===== src/rtl/brvm_pkg.sv =====
`timescale 1ns / 1ps
// Shared types and constants for the byte-register VM execute unit.
// No dependencies; every other file but brvm_if imports this package.
package brvm_pkg;

    // Storage sizes
    localparam int HEAP_BYTES  = 8192;
    localparam int HEAP_AW     = $clog2(HEAP_BYTES);
    localparam int REG_COUNT   = 256;
    localparam int REG_AW      = $clog2(REG_COUNT);

    // Decoupling queue between front and back (power of two)
    localparam int QUEUE_DEPTH = 2;
    localparam int QPTR_W      = (QUEUE_DEPTH > 1) ? $clog2(QUEUE_DEPTH) : 1;
    localparam int QCNT_W      = $clog2(QUEUE_DEPTH + 1);

    localparam logic [15:0] CODE_LENGTH_RST = 16'd256;

    // Opcode bytes
    localparam logic [7:0] OPC_HALT  = 8'h00;
    localparam logic [7:0] OPC_LOAD  = 8'h10;
    localparam logic [7:0] OPC_STORE = 8'h20;
    localparam logic [7:0] OPC_MOVE  = 8'h30;
    localparam logic [7:0] OPC_IMM   = 8'h40;
    localparam logic [7:0] OPC_ADD   = 8'h50;
    localparam logic [7:0] OPC_SUB   = 8'h60;
    localparam logic [7:0] OPC_GT    = 8'h70;
    localparam logic [7:0] OPC_GE    = 8'h80;
    localparam logic [7:0] OPC_EQ    = 8'h90;
    localparam logic [7:0] OPC_BNZ   = 8'ha0;
    localparam logic [7:0] OPC_JMP   = 8'hb0;
    localparam logic [7:0] OPC_PUTS  = 8'hc0;
    localparam logic [7:0] OPC_GETS  = 8'hd0;

    // Decoded operation class
    typedef enum logic [3:0] {
        OP_HALT, OP_LOAD, OP_STORE, OP_MOVE, OP_IMM, OP_ADD, OP_SUB,
        OP_GT, OP_GE, OP_EQ, OP_BNZ, OP_JMP, OP_STRIO, OP_BAD
    } t_op;

    // Result status codes
    typedef enum logic [2:0] {
        ST_OK         = 3'd0,
        ST_BAD_OP     = 3'd1,
        ST_BAD_HEAP   = 3'd2,
        ST_BAD_TARGET = 3'd3,
        ST_STRING_IO  = 3'd4
    } t_status;

    // Back-end sequencer states
    typedef enum logic [1:0] {
        BK_READ,
        BK_EXEC,
        BK_LOAD
    } t_back_state;

    // One decoded instruction
    typedef struct packed {
        t_op        op;
        logic [7:0] a;
        logic [7:0] b;
        logic [7:0] c;
    } t_uop;

    // Queue head as seen by the back end
    typedef struct packed {
        logic valid;
        t_uop uop;
    } t_qhead;

endpackage


===== src/rtl/brvm_if.sv =====
`timescale 1ns / 1ps
// Channel interfaces: instruction in, result out, configuration write.
// Depends on nothing beyond plain logic types.

interface brvm_in_if;
    logic       valid;
    logic       ready;
    logic [7:0] opcode;
    logic [7:0] operand_one;
    logic [7:0] operand_two;
    logic [7:0] operand_three;

    modport source (output valid, opcode, operand_one, operand_two, operand_three,
                    input ready);
    modport sink   (input valid, opcode, operand_one, operand_two, operand_three,
                    output ready);
endinterface



===== src/rtl/brvm_front.sv =====
`timescale 1ns / 1ps
// Front end: accepts instruction beats, decodes the opcode, queues the result.
// Depends on brvm_pkg and brvm_in_if.
module brvm_front
    import brvm_pkg::*;
(
    input  logic         i_clk,
    input  logic         i_rst_n,
    brvm_in_if.sink      i_instr,
    output t_qhead       o_head,
    input  logic         i_pop
);

    t_uop              r_q [QUEUE_DEPTH];
    logic [QPTR_W-1:0] r_wptr, r_rptr;
    logic [QCNT_W-1:0] r_count;
    t_op               dec_op;
    logic              push;

    // Opcode decode
    always_comb begin
        unique case (i_instr.opcode) inside
            OPC_HALT:           dec_op = OP_HALT;
            OPC_LOAD:           dec_op = OP_LOAD;
            OPC_STORE:          dec_op = OP_STORE;
            OPC_MOVE:           dec_op = OP_MOVE;
            OPC_IMM:            dec_op = OP_IMM;
            OPC_ADD:            dec_op = OP_ADD;
            OPC_SUB:            dec_op = OP_SUB;
            OPC_GT:             dec_op = OP_GT;
            OPC_GE:             dec_op = OP_GE;
            OPC_EQ:             dec_op = OP_EQ;
            OPC_BNZ:            dec_op = OP_BNZ;
            OPC_JMP:            dec_op = OP_JMP;
            OPC_PUTS, OPC_GETS: dec_op = OP_STRIO;
            default:            dec_op = OP_BAD;
        endcase
    end

    assign i_instr.ready = (r_count != QCNT_W'(QUEUE_DEPTH));
    assign push          = i_instr.valid && i_instr.ready;

    assign o_head.valid  = (r_count != '0);
    assign o_head.uop    = r_q[r_rptr];

    // Queue storage
    always_ff @(posedge i_clk) begin
        if (push) begin
            r_q[r_wptr] <= '{op: dec_op, a: i_instr.operand_one,
                             b: i_instr.operand_two, c: i_instr.operand_three};
        end
    end

    // Queue pointers and fill count
    always_ff @(posedge i_clk) begin
        if (!i_rst_n) begin
            r_wptr  <= '0;
            r_rptr  <= '0;
            r_count <= '0;
        end else begin
            if (push) begin
                r_wptr <= r_wptr + 1'b1;
            end
            if (i_pop) begin
                r_rptr <= r_rptr + 1'b1;
            end
            if (push && !i_pop) begin
                r_count <= r_count + 1'b1;
            end else if (!push && i_pop) begin
                r_count <= r_count - 1'b1;
            end
        end
    end

endmodule


===== src/flat_wrapper.sv =====
// flat-port wrapper written by rule: the top's interface ports become plain ports
module brvm_front_flat import brvm_pkg::*;
  (i_clk, i_rst_n, o_head, i_pop, i_instr_valid, i_instr_opcode, i_instr_operand_one, i_instr_operand_two, i_instr_operand_three, i_instr_ready);
  brvm_in_if i_instr_i ();
  input  logic i_clk;
  input  logic i_rst_n;
  output t_qhead o_head;
  input  logic i_pop;
  input wire logic [$bits(i_instr_i.valid)-1:0] i_instr_valid;
  input wire logic [$bits(i_instr_i.opcode)-1:0] i_instr_opcode;
  input wire logic [$bits(i_instr_i.operand_one)-1:0] i_instr_operand_one;
  input wire logic [$bits(i_instr_i.operand_two)-1:0] i_instr_operand_two;
  input wire logic [$bits(i_instr_i.operand_three)-1:0] i_instr_operand_three;
  output wire logic [$bits(i_instr_i.ready)-1:0] i_instr_ready;
  assign i_instr_i.valid = i_instr_valid;
  assign i_instr_i.opcode = i_instr_opcode;
  assign i_instr_i.operand_one = i_instr_operand_one;
  assign i_instr_i.operand_two = i_instr_operand_two;
  assign i_instr_i.operand_three = i_instr_operand_three;
  assign i_instr_ready = i_instr_i.ready;
  brvm_front u_core (.i_clk(i_clk), .i_rst_n(i_rst_n), .i_instr(i_instr_i), .o_head(o_head), .i_pop(i_pop));
endmodule

===== config.mk =====
export PLATFORM = sky130hd
export DESIGN_NAME = brvm_front_flat
export DESIGN_NICKNAME = d
export VERILOG_FILES = /design/src/rtl/brvm_pkg.sv /design/src/rtl/brvm_if.sv /design/src/rtl/brvm_front.sv /design/src/flat_wrapper.sv
export SDC_FILE = /design/constraint.sdc
export NUM_CORES = 1
export LEC_CHECK = 0
export BUFFER_PORTS_ARGS = -buffer_cell sky130_fd_sc_hd__buf_2
export CELL_PAD_IN_SITES_DETAIL_PLACEMENT = 1
export CELL_PAD_IN_SITES_GLOBAL_PLACEMENT = 1
export CORE_AREA = 2 2 80 82
export CTS_BUF_LIST = sky130_fd_sc_hd__clkbuf_4 sky130_fd_sc_hd__clkbuf_8
export DETAILED_ROUTE_END_ITERATION = 12
export DIE_AREA = 0 0 82 84
export GPL_ROUTABILITY_DRIVEN = 0
export PLACE_DENSITY_LB_ADDON = 0.15
export SYNTH_ARGS = -nofsm -noshare
export SYNTH_HDL_FRONTEND = slang
export SYNTH_SLANG_ARGS = --single-unit
export TNS_END_PERCENT = 50

===== constraint.sdc =====
create_clock -name i_clk -period 2.07 [get_ports i_clk]
set_clock_uncertainty 0.2 [all_clocks]
set_input_delay 0.1035 -clock i_clk [delete_from_list [all_inputs] [get_ports i_clk]]
set_output_delay 0.1035 -clock i_clk [all_outputs]
set_load 0.02 [all_outputs]

# After elaboration in Yosys (flattened, before gate mapping)
# Memory sizes are Yosys's and may differ from the RTL's. A register that Yosys moved wholly into a read port is not among the register bits.
# Index checks and enable logic that the tools add are counted.
dict set report word_totals {
  register_bits 4
  mem_bits_rw 56
  input_bits 36
  out_inout_bits 30
  wordCells 38
  n_memories 1
}
dict set report op_classes {
  addsub 4
  n_eq_ne 14
  mux 7
  n_reduce_logical 9
}
# name words width rd rd_ports_with_merged_regs write_ports line_no
set memory_table {}
lappend memory_table {u_core.r_q 2 28 1 1 1 brvm_front.sv:14} ;# t_uop r_q [QUEUE_DEPTH];
# cell count
set ops {}
lappend ops {{4-bit one-hot mux with 13 select lines} 1}
lappend ops {{8-bit equality test, second input constant} 6}
lappend ops {{8-bit by 7-bit equality test with 1-bit output, second input constant} 4}
lappend ops {{8-bit by 6-bit equality test with 1-bit output, second input constant} 2}
lappend ops {{8-bit by 5-bit equality test with 1-bit output, second input constant} 1}
lappend ops {{8-bit logical NOT} 1}
lappend ops {{1-bit two-way mux} 4}
lappend ops {{2-bit two-way mux} 2}
lappend ops {{2-bit nonzero test} 2}
lappend ops {{1-bit logical AND} 3}
lappend ops {{1-bit adder, second input constant} 2}
lappend ops {{2-bit by 1-bit adder with 2-bit output, second input constant} 1}
lappend ops {{1-bit logical NOT} 2}
lappend ops {{2-bit inequality test, second input constant} 1}
lappend ops {{2-bit OR reduction} 1}
lappend ops {{2-bit by 1-bit subtractor with 2-bit output, second input constant} 1}

# Longest topological paths before layout
# Gate-level depths: netlist of run 1.
dict set report logic_depth {
  ltp_word 6
  mapped_depth 6
}

# Worst setup path after synthesis of run 1
# No wires, ideal clock.
dict set report synth_timing {
  path_kind {reg2reg}
  start {register u_core.r_count[0]}
  end {memory u_core.r_q[1][0] (netlist bit) (enable)}
  setup_time_ns 0.387
  arrival_time_ns 1.322
  required_ns 1.483
  path_slack_ns 0.161
  path_stages_with_launch 3
  n_path_buf 0
  synth_period_minus_slack_ns 1.909
  path_cell_list {dfxtp_1 nand2b_4 and3_1}
}
dict set report synth_between {
  elab_chain_cells 4
}
# element line_no
set synth_rtl {}
lappend synth_rtl {{from (decl)} brvm_front.sv:16} ;# logic [QCNT_W-1:0] r_count;
lappend synth_rtl {{from (signal assigned)} brvm_front.sv:68} ;# r_count <= r_count + 1'b1;
lappend synth_rtl {{from (signal assigned)} brvm_front.sv:70} ;# r_count <= r_count - 1'b1;
lappend synth_rtl {{2-bit inequality test} brvm_front.sv:40} ;# assign i_instr.ready = (r_count != QCNT_W'(QUEUE_DEPTH));
lappend synth_rtl {{named net i_instr_ready} flat_wrapper.sv:14} ;# output wire logic [$bits(i_instr_i.ready)-1:0] i_instr_ready;
lappend synth_rtl {{1-bit logical AND} brvm_front.sv:41} ;# assign push = i_instr.valid && i_instr.ready;
lappend synth_rtl {{1-bit two-way mux} brvm_front.sv:48} ;# if (push) begin
lappend synth_rtl {{1-bit two-way mux (implied by the code)} brvm_front.sv:49} ;# r_q[r_wptr] <= '{op: dec_op, a: i_instr.operand_one,
lappend synth_rtl {{to (decl)} brvm_front.sv:14}
# The timed path passes the listed nets, and every way through them passes these cells.

# Worst setup path in the final report of run 1
dict set report layout_timing {
  start {input i_instr_opcode[2]}
  end {memory u_core.r_q[1][24] (netlist bit), data pin}
}
dict set report layout_between {
  elab_chain_cells 3
  word_cells_on_any_way 16
}
# element line_no
set layout_rtl {}
lappend layout_rtl {{from (decl)} flat_wrapper.sv:10} ;# input wire logic [$bits(i_instr_i.opcode)-1:0] i_instr_opcode;
lappend layout_rtl {{8-bit equality test (no source line)} -}
lappend layout_rtl {{2-bit OR reduction} brvm_front.sv:22} ;# unique case (i_instr.opcode) inside
lappend layout_rtl {{4-bit one-hot mux with 13 select lines (*)} brvm_front.sv:22}
lappend layout_rtl {{named net u_core.dec_op[0]} brvm_front.sv:17} ;# t_op dec_op;
# Mark *: on every way through the listed nets, which the timed path passes. The rest lies on a longest branch.

==> impl_metrics.yaml, run 1 <==
power:
  p_leak_nw: 1.27
  p_clk_share_pct: 34.2
  peakVddDrop_mv: 0.615
  power.switching_mw: 0.778
  p_per_area_nw_per_um2: 960
  power_frac_seq_pct: 47.7
  total_power_mw: 3.18
  p_int_mw: 2.41
  switching_share_pct: 24.4
  p_comb_share_pct: 18.1
critical_path:
  ff2ff_path_depth: 5
  cp_data_required_time_ns: 1.94
  critPathKind: "in -> reg"
  end_kind: "flip-flop"
  reg2reg_setup_slack_ns: 0.31
  critPathArrivalTime_ns: 1.69
  r2r-start: "u_core.r_count[0]$_SDFFE_PN0P_"
  rr_endpoint: "u_core.r_count[1]$_SDFFE_PN0P_"
  critPathMaxFanout: 3
  start_kind: "input port"
global_routing:
  grt_pass1_wl_um: 7550
  antenna_found_initial: 0
  track_usage_pct: 15.1
  grt-ovfl-total: 0
  grt_pass1_vias: 1639
  grt_max_degree: 29
cts:
  cts_buffer_depth: 2
  post_cts_resized: 0
  clock_latency_ns: 0.33
  cts_tree: "done"
  cts.clk_slew.worst_paths_ns: 0.06
  cts_max_level: 3
  cts_inserted_buffers: 9
  cts_hold_buffers: 35
  postCtsSetupBuffers: 0
  cts-root-buf: "clkbuf_8"
  clock_sinks: 61
drt:
  drt_first_pass_iters: 4
  wl_um: 4610
  wl_per_cell_um: 14.7
  drtIter0Drc: 52
  ant_nets: 0
  vias: 1417
  via_per_inst: 4.53
  drcViolationCount: 0
layout:
  nFillCells: 618
  mostFrequentLayoutCell: "buf_2"
  drive_gt1_share_pct: 47.9
  antenna_cells: 0
  final_cell_mix: "buf_2 (65), edfxtp_1 (56), dlygate4sd3_1 (35)"
  post-route-util_pct: 54.4
  fin_cells: 313
  fin_nets: 268
  area_delta_synth_final_pct: 43.4
synth:
  synth_top_cell_by_area: "edfxtp_1"
  yosysTopAreaCellShare_pct: 72.6
  synth_area_leaders: "edfxtp_1 (73%), mux2_2 (14%), dfxtp_1 (4.3%)"
  syn_nets: 156
  syn_inst: 119
  ys_ff_latch: 61
  ys_types: 23
  seq_area_frac_synth_pct: 77.0
  postSynthAreaPerCell_um2: 19.5
  synth_warnings: 0
  syn_area_um2: 2310
timing:
  tightest_slew_ns: 0.294
  tns_ns: 0
  holdWs_ns: 0.0412
  slew_headroom_pct: 80.2
  grt_setup_unrepaired: "no"
  final.period_utilization_pct: 87.8
  hold_violations: 0
  clock.fmax_mhz: 550
  slew_violations: 0
  setup_viol: 0
  fin_crit_ns: 1.82
placed_design:
  numPortBuffers: 65
  dpl.cell_count: 262
  hpwl_um: 2980
die:
  chipHeight_um: 84
  num_rows: 29
  initial_core_util_pct: 38.0
  io_pins: 66
  core_area_um2: 6100
  dieArea_um2: 6890
  die_x_um: 82
hold_path:
  worstHoldEndpoint: "u_core.r_q[0][25]$_DFFE_PP_"
  min_path_cells: 3
  min-delay-start: "i_instr_opcode[0]"
  hp-class: "in -> reg"
status:
  status: "completed"
flow_run:
  cap_violations: 0
[logic make-up after synthesis]
| family | count (synthesis) | share of synthesized area [%] |
|---|---|---|
| flip-flops | 61 | 77.0 |
| AND/OR/NAND/NOR | 17 | 4.92 |
| adder cells (fa/ha/maj) | 1 | 0.540 |
| XOR/XNOR | 3 | 1.14 |
| buffers and inverters | 5 | 1.51 |
| multiplexers | 28 | 13.6 |
| AO/OA/AOI/OAI | 4 | 1.30 |
[synthesized netlist by cell type (all sizes together)]
library cell and number:
a21bo 1, inv 2, nand2 2, a21boi 2, or3 1, edfxtp 56, mux2 28, xor2 2
or2 1, o21ai 1, buf 3, nand2b 3, and2 4, nand3 2, nand3b 1, dfxtp 5
nor4 1, and3 2, ha 1, xnor2 1
[sequential cells by signal (all words and copies together) (netlist names), named ones only]
name and flops:
u_core.r_q 56, u_core.r_count 2, u_core.r_rptr 1, u_core.r_wptr 1
[power by group through the flow]
stage               Clock (mW)  Combinational (mW)  Sequential, mW
floorplan                    0               0.340            1.54
global placement             0               0.514            1.54
detailed placement           0               0.531            1.55
CTS                       1.12               0.585            1.52
global route              1.18               0.621            1.53
finish                    1.09               0.576            1.52
[worst max-delay path: stages]
cell and delay [ns]:
dlygate4sd3_1 0.53, buf_2 0.12, nor4_2 0.21, nand3_1 0.13
dlygate4sd3_1 0.60
[how the worst max path moves through the flow]
| stage | start | to | slack, ns | cells after the start |
|---|---|---|---|---|
| after CTS | i_instr_opcode[2] | u_core.r_q[0][27]$_DFFE_PP_ | 0.26 | 5 |
| after global routing | i_instr_opcode[2] | u_core.r_q[1][24]$_DFFE_PP_ | 0.17 | 5 |
| after detailed placement | u_core.r_count[0]$_SDFFE_PN0P_ | u_core.r_count[1]$_SDFFE_PN0P_ | 0.31 | 5 |
| after global placement | u_core.r_count[0]$_SDFFE_PN0P_ | u_core.r_count[1]$_SDFFE_PN0P_ | 0.40 | 5 |
| after floorplan | u_core.r_count[0]$_SDFFE_PN0P_ | u_core.r_q[1][0]$_DFFE_PP_ | 0.16 | 2 |
| final | i_instr_opcode[2] | u_core.r_q[1][24]$_DFFE_PP_ | 0.25 | 5 |
[metal layers]
metal	global-route usage (%)	up-vias	share of wire, %
li1	-	678	-
met4	6.82	0	1.2
met1	15.7	694	39
met2	27.0	39	55
met5	0	-	0
met3	4.55	6	5.2
[through the flow]
stage | area, µm² | setup WS, ns
detailed placement | 2760 | 0.311
CTS | 3320 | 0.262
global route | 3320 | 0.169
floorplan | 2310 | 0.161
finish | 3320 | 0.252
global placement | 2760 | 0.396
[layout make-up]
| type | count | area (µm²) | share of cell area (%) |
|---|---|---|---|
| clock buffer | 9 | 124 | 3.73 |
| tap | 77 | 96.3 | 2.90 |
| sequential | 61 | 1780 | 53.7 |
| clock inverter | 7 | 80.1 | 2.41 |
| multi-input combinational | 53 | 498 | 15.0 |
| inverter | 2 | 7.51 | 0.226 |
| timing repair buffer | 104 | 731 | 22.0 |
No activity file was read; power rests on OpenSTA's default activity.
==> inputs of run 2 (changes only) <==
==> constraint.sdc (replaced) <==
create_clock -name i_clk -period 1.8 [get_ports i_clk]
set_clock_uncertainty 0.2 [all_clocks]
set_input_delay 0.09 -clock i_clk [delete_from_list [all_inputs] [get_ports i_clk]]
set_output_delay 0.09 -clock i_clk [all_outputs]
set_load 0.02 [all_outputs]
==> run 2 against run 1 <==
Clock power is 17% higher. Combinational power grew 20%. Cell count stayed put. Critical endpoint is now u_core.r_count[1]$_SDFFE_PN0P_. Largest power group unchanged.
==> impl_metrics.yaml, run 2 (same netlist as run 1, synthesis figures left out) <==
layout:
  drive_gt1_share_pct: 52.1
  post-route-util_pct: 55.1
  final_cell_mix: "buf_2 (65), edfxtp_1 (56), dlygate4sd3_1 (35)"
  mostFrequentLayoutCell: "buf_2"
  area_delta_synth_final_pct: 45.0
  final_cell_area_um2: 3360
  largest-register: "u_core.r_q"
  antenna_cells: 0
  reg_top3: "u_core.r_q: 56 flops, u_core.r_count: 2 flops"
  largest_reg_flops: 56
  fin_nets: 268
die:
  io_pins: 66
  die_x_um: 82
  initial_core_util_pct: 38.0
  num_rows: 29
  chipHeight_um: 84
  core_area_um2: 6100
  dieArea_um2: 6890
timing:
  fin_crit_ns: 1.74
  hold_violations: 0
  final.period_utilization_pct: 96.8
  clock.fmax_mhz: 574
  slew_headroom_pct: 73.0
  tightest_slew_ns: 0.402
  setup_ws_ns: 0.0573
  slew_violations: 0
  setup_viol: 0
cts:
  clock_sinks: 61
  cts_buffer_depth: 2
  cts_tree: "done"
  clock_latency_ns: 0.32
  cts_inserted_buffers: 9
  cts.clk_slew.worst_paths_ns: 0.07
  cts_max_level: 3
  cts-root-buf: "clkbuf_8"
drt:
  vias: 1430
  wl_um: 4770
  via_per_inst: 4.57
  drcViolationCount: 0
  drt_first_pass_iters: 5
  wl_per_cell_um: 15.2
  ant_nets: 0
  drtIter0Drc: 42
power:
  total_power_mw: 3.73
  p_leak_nw: 1.28
  peakVddDrop_mv: 0.593
  p_per_area_nw_per_um2: 1110
global_routing:
  gr-usage-met2_pct: 27.9
  grt_pass1_vias: 1570
  grt_max_degree: 29
  grt_util_met1_pct: 14.8
  antenna_found_initial: 0
  use_met3_pct: 4.22
  grt-ovfl-total: 0
  top_usage_layer: "met2"
  grt_pass1_wl_um: 7470
  track_usage_pct: 15.1
critical_path:
  critPathArrivalTime_ns: 1.79
  end_kind: "flip-flop"
  reg2reg_setup_slack_ns: 0.06
  start_kind: "flip-flop"
  critPathMaxFanout: 5
  cp_data_required_time_ns: 1.85
  critPathKind: "reg -> reg"
hold_path:
  hp-class: "in -> reg"
placed_design:
  numPortBuffers: 65
  post-place-ws_ns: 0.00413
  hpwl_um: 2960
  placed_area_um2: 2770
status:
  status: "completed"
flow_run:
  cap_violations: 0
run 2: final timing paths:
check / start / cells after the start / endpoint
max reg2reg: u_core.r_count[0]$_SDFFE_PN0P_ / 6 / u_core.r_count[1]$_SDFFE_PN0P_
min reg2reg: u_core.r_count[1]$_SDFFE_PN0P_ / 2 / u_core.r_count[1]$_SDFFE_PN0P_
min: i_instr_operand_two[6] / 2 / u_core.r_q[1][14]$_DFFE_PP_
max: u_core.r_count[0]$_SDFFE_PN0P_ / 6 / u_core.r_count[1]$_SDFFE_PN0P_
run 2: layout make-up:
type | instances | area (µm²)
clock buffers | 11 | 139
clock inverters | 5 | 75.1
fillers | 595 | 2740
inverters | 2 | 7.51
multi-input cells | 53 | 520
flip-flops and latches | 61 | 1780
well taps | 77 | 96.3
repair buffers | 104 | 734
run 2: per-layer routing:
| metal | routed length (µm) | vias up |
|---|---|---|
| met1 | 1690 | 699 |
| met3 | 211 | 10 |
| met4 | 102 | 0 |
| li1 | - | 682 |
| met5 | 0 | - |
| met2 | 2770 | 39 |
run 2: repair_timing:
action,CTS,global route
pin swaps,1,0
endpoints found under the setup margin,1,16
hold buffers,35,0
gates resized for setup,1,5
buffers inserted,0,0
hold endpoints to repair,61,0
run 2: per-stage QoR:
step	std cells	hold slack [ns]	setup TNS, ns
floorplan	119	-0.0111	-0.0465
global placement	262	0.0795	0
detailed placement	262	0.0821	0
CTS	313	0.278	0
global route	313	0.291	-0.0132
finish	313	0.291	0
run 2: worst max-delay path, cell delays in order (launching register included):
cell and delay, ns:
dfxtp_2 0.34, nand2b_4 0.15, and2_1 0.19, ha_4 0.16, xor2_1 0.15, or3_4 0.34
a21boi_2 0.14
run 2: power by group:
| group | leakage, nW | internal, mW | total [mW] | switching (mW) |
|---|---|---|---|---|
| logic | 0.617 | 0.321 | 0.689 | 0.367 |
| registers | 0.554 | 1.71 | 1.76 | 0.0476 |
| clock network | 0.114 | 0.803 | 1.28 | 0.481 |
| total | 1.28 | 2.83 | 3.73 | 0.896 |
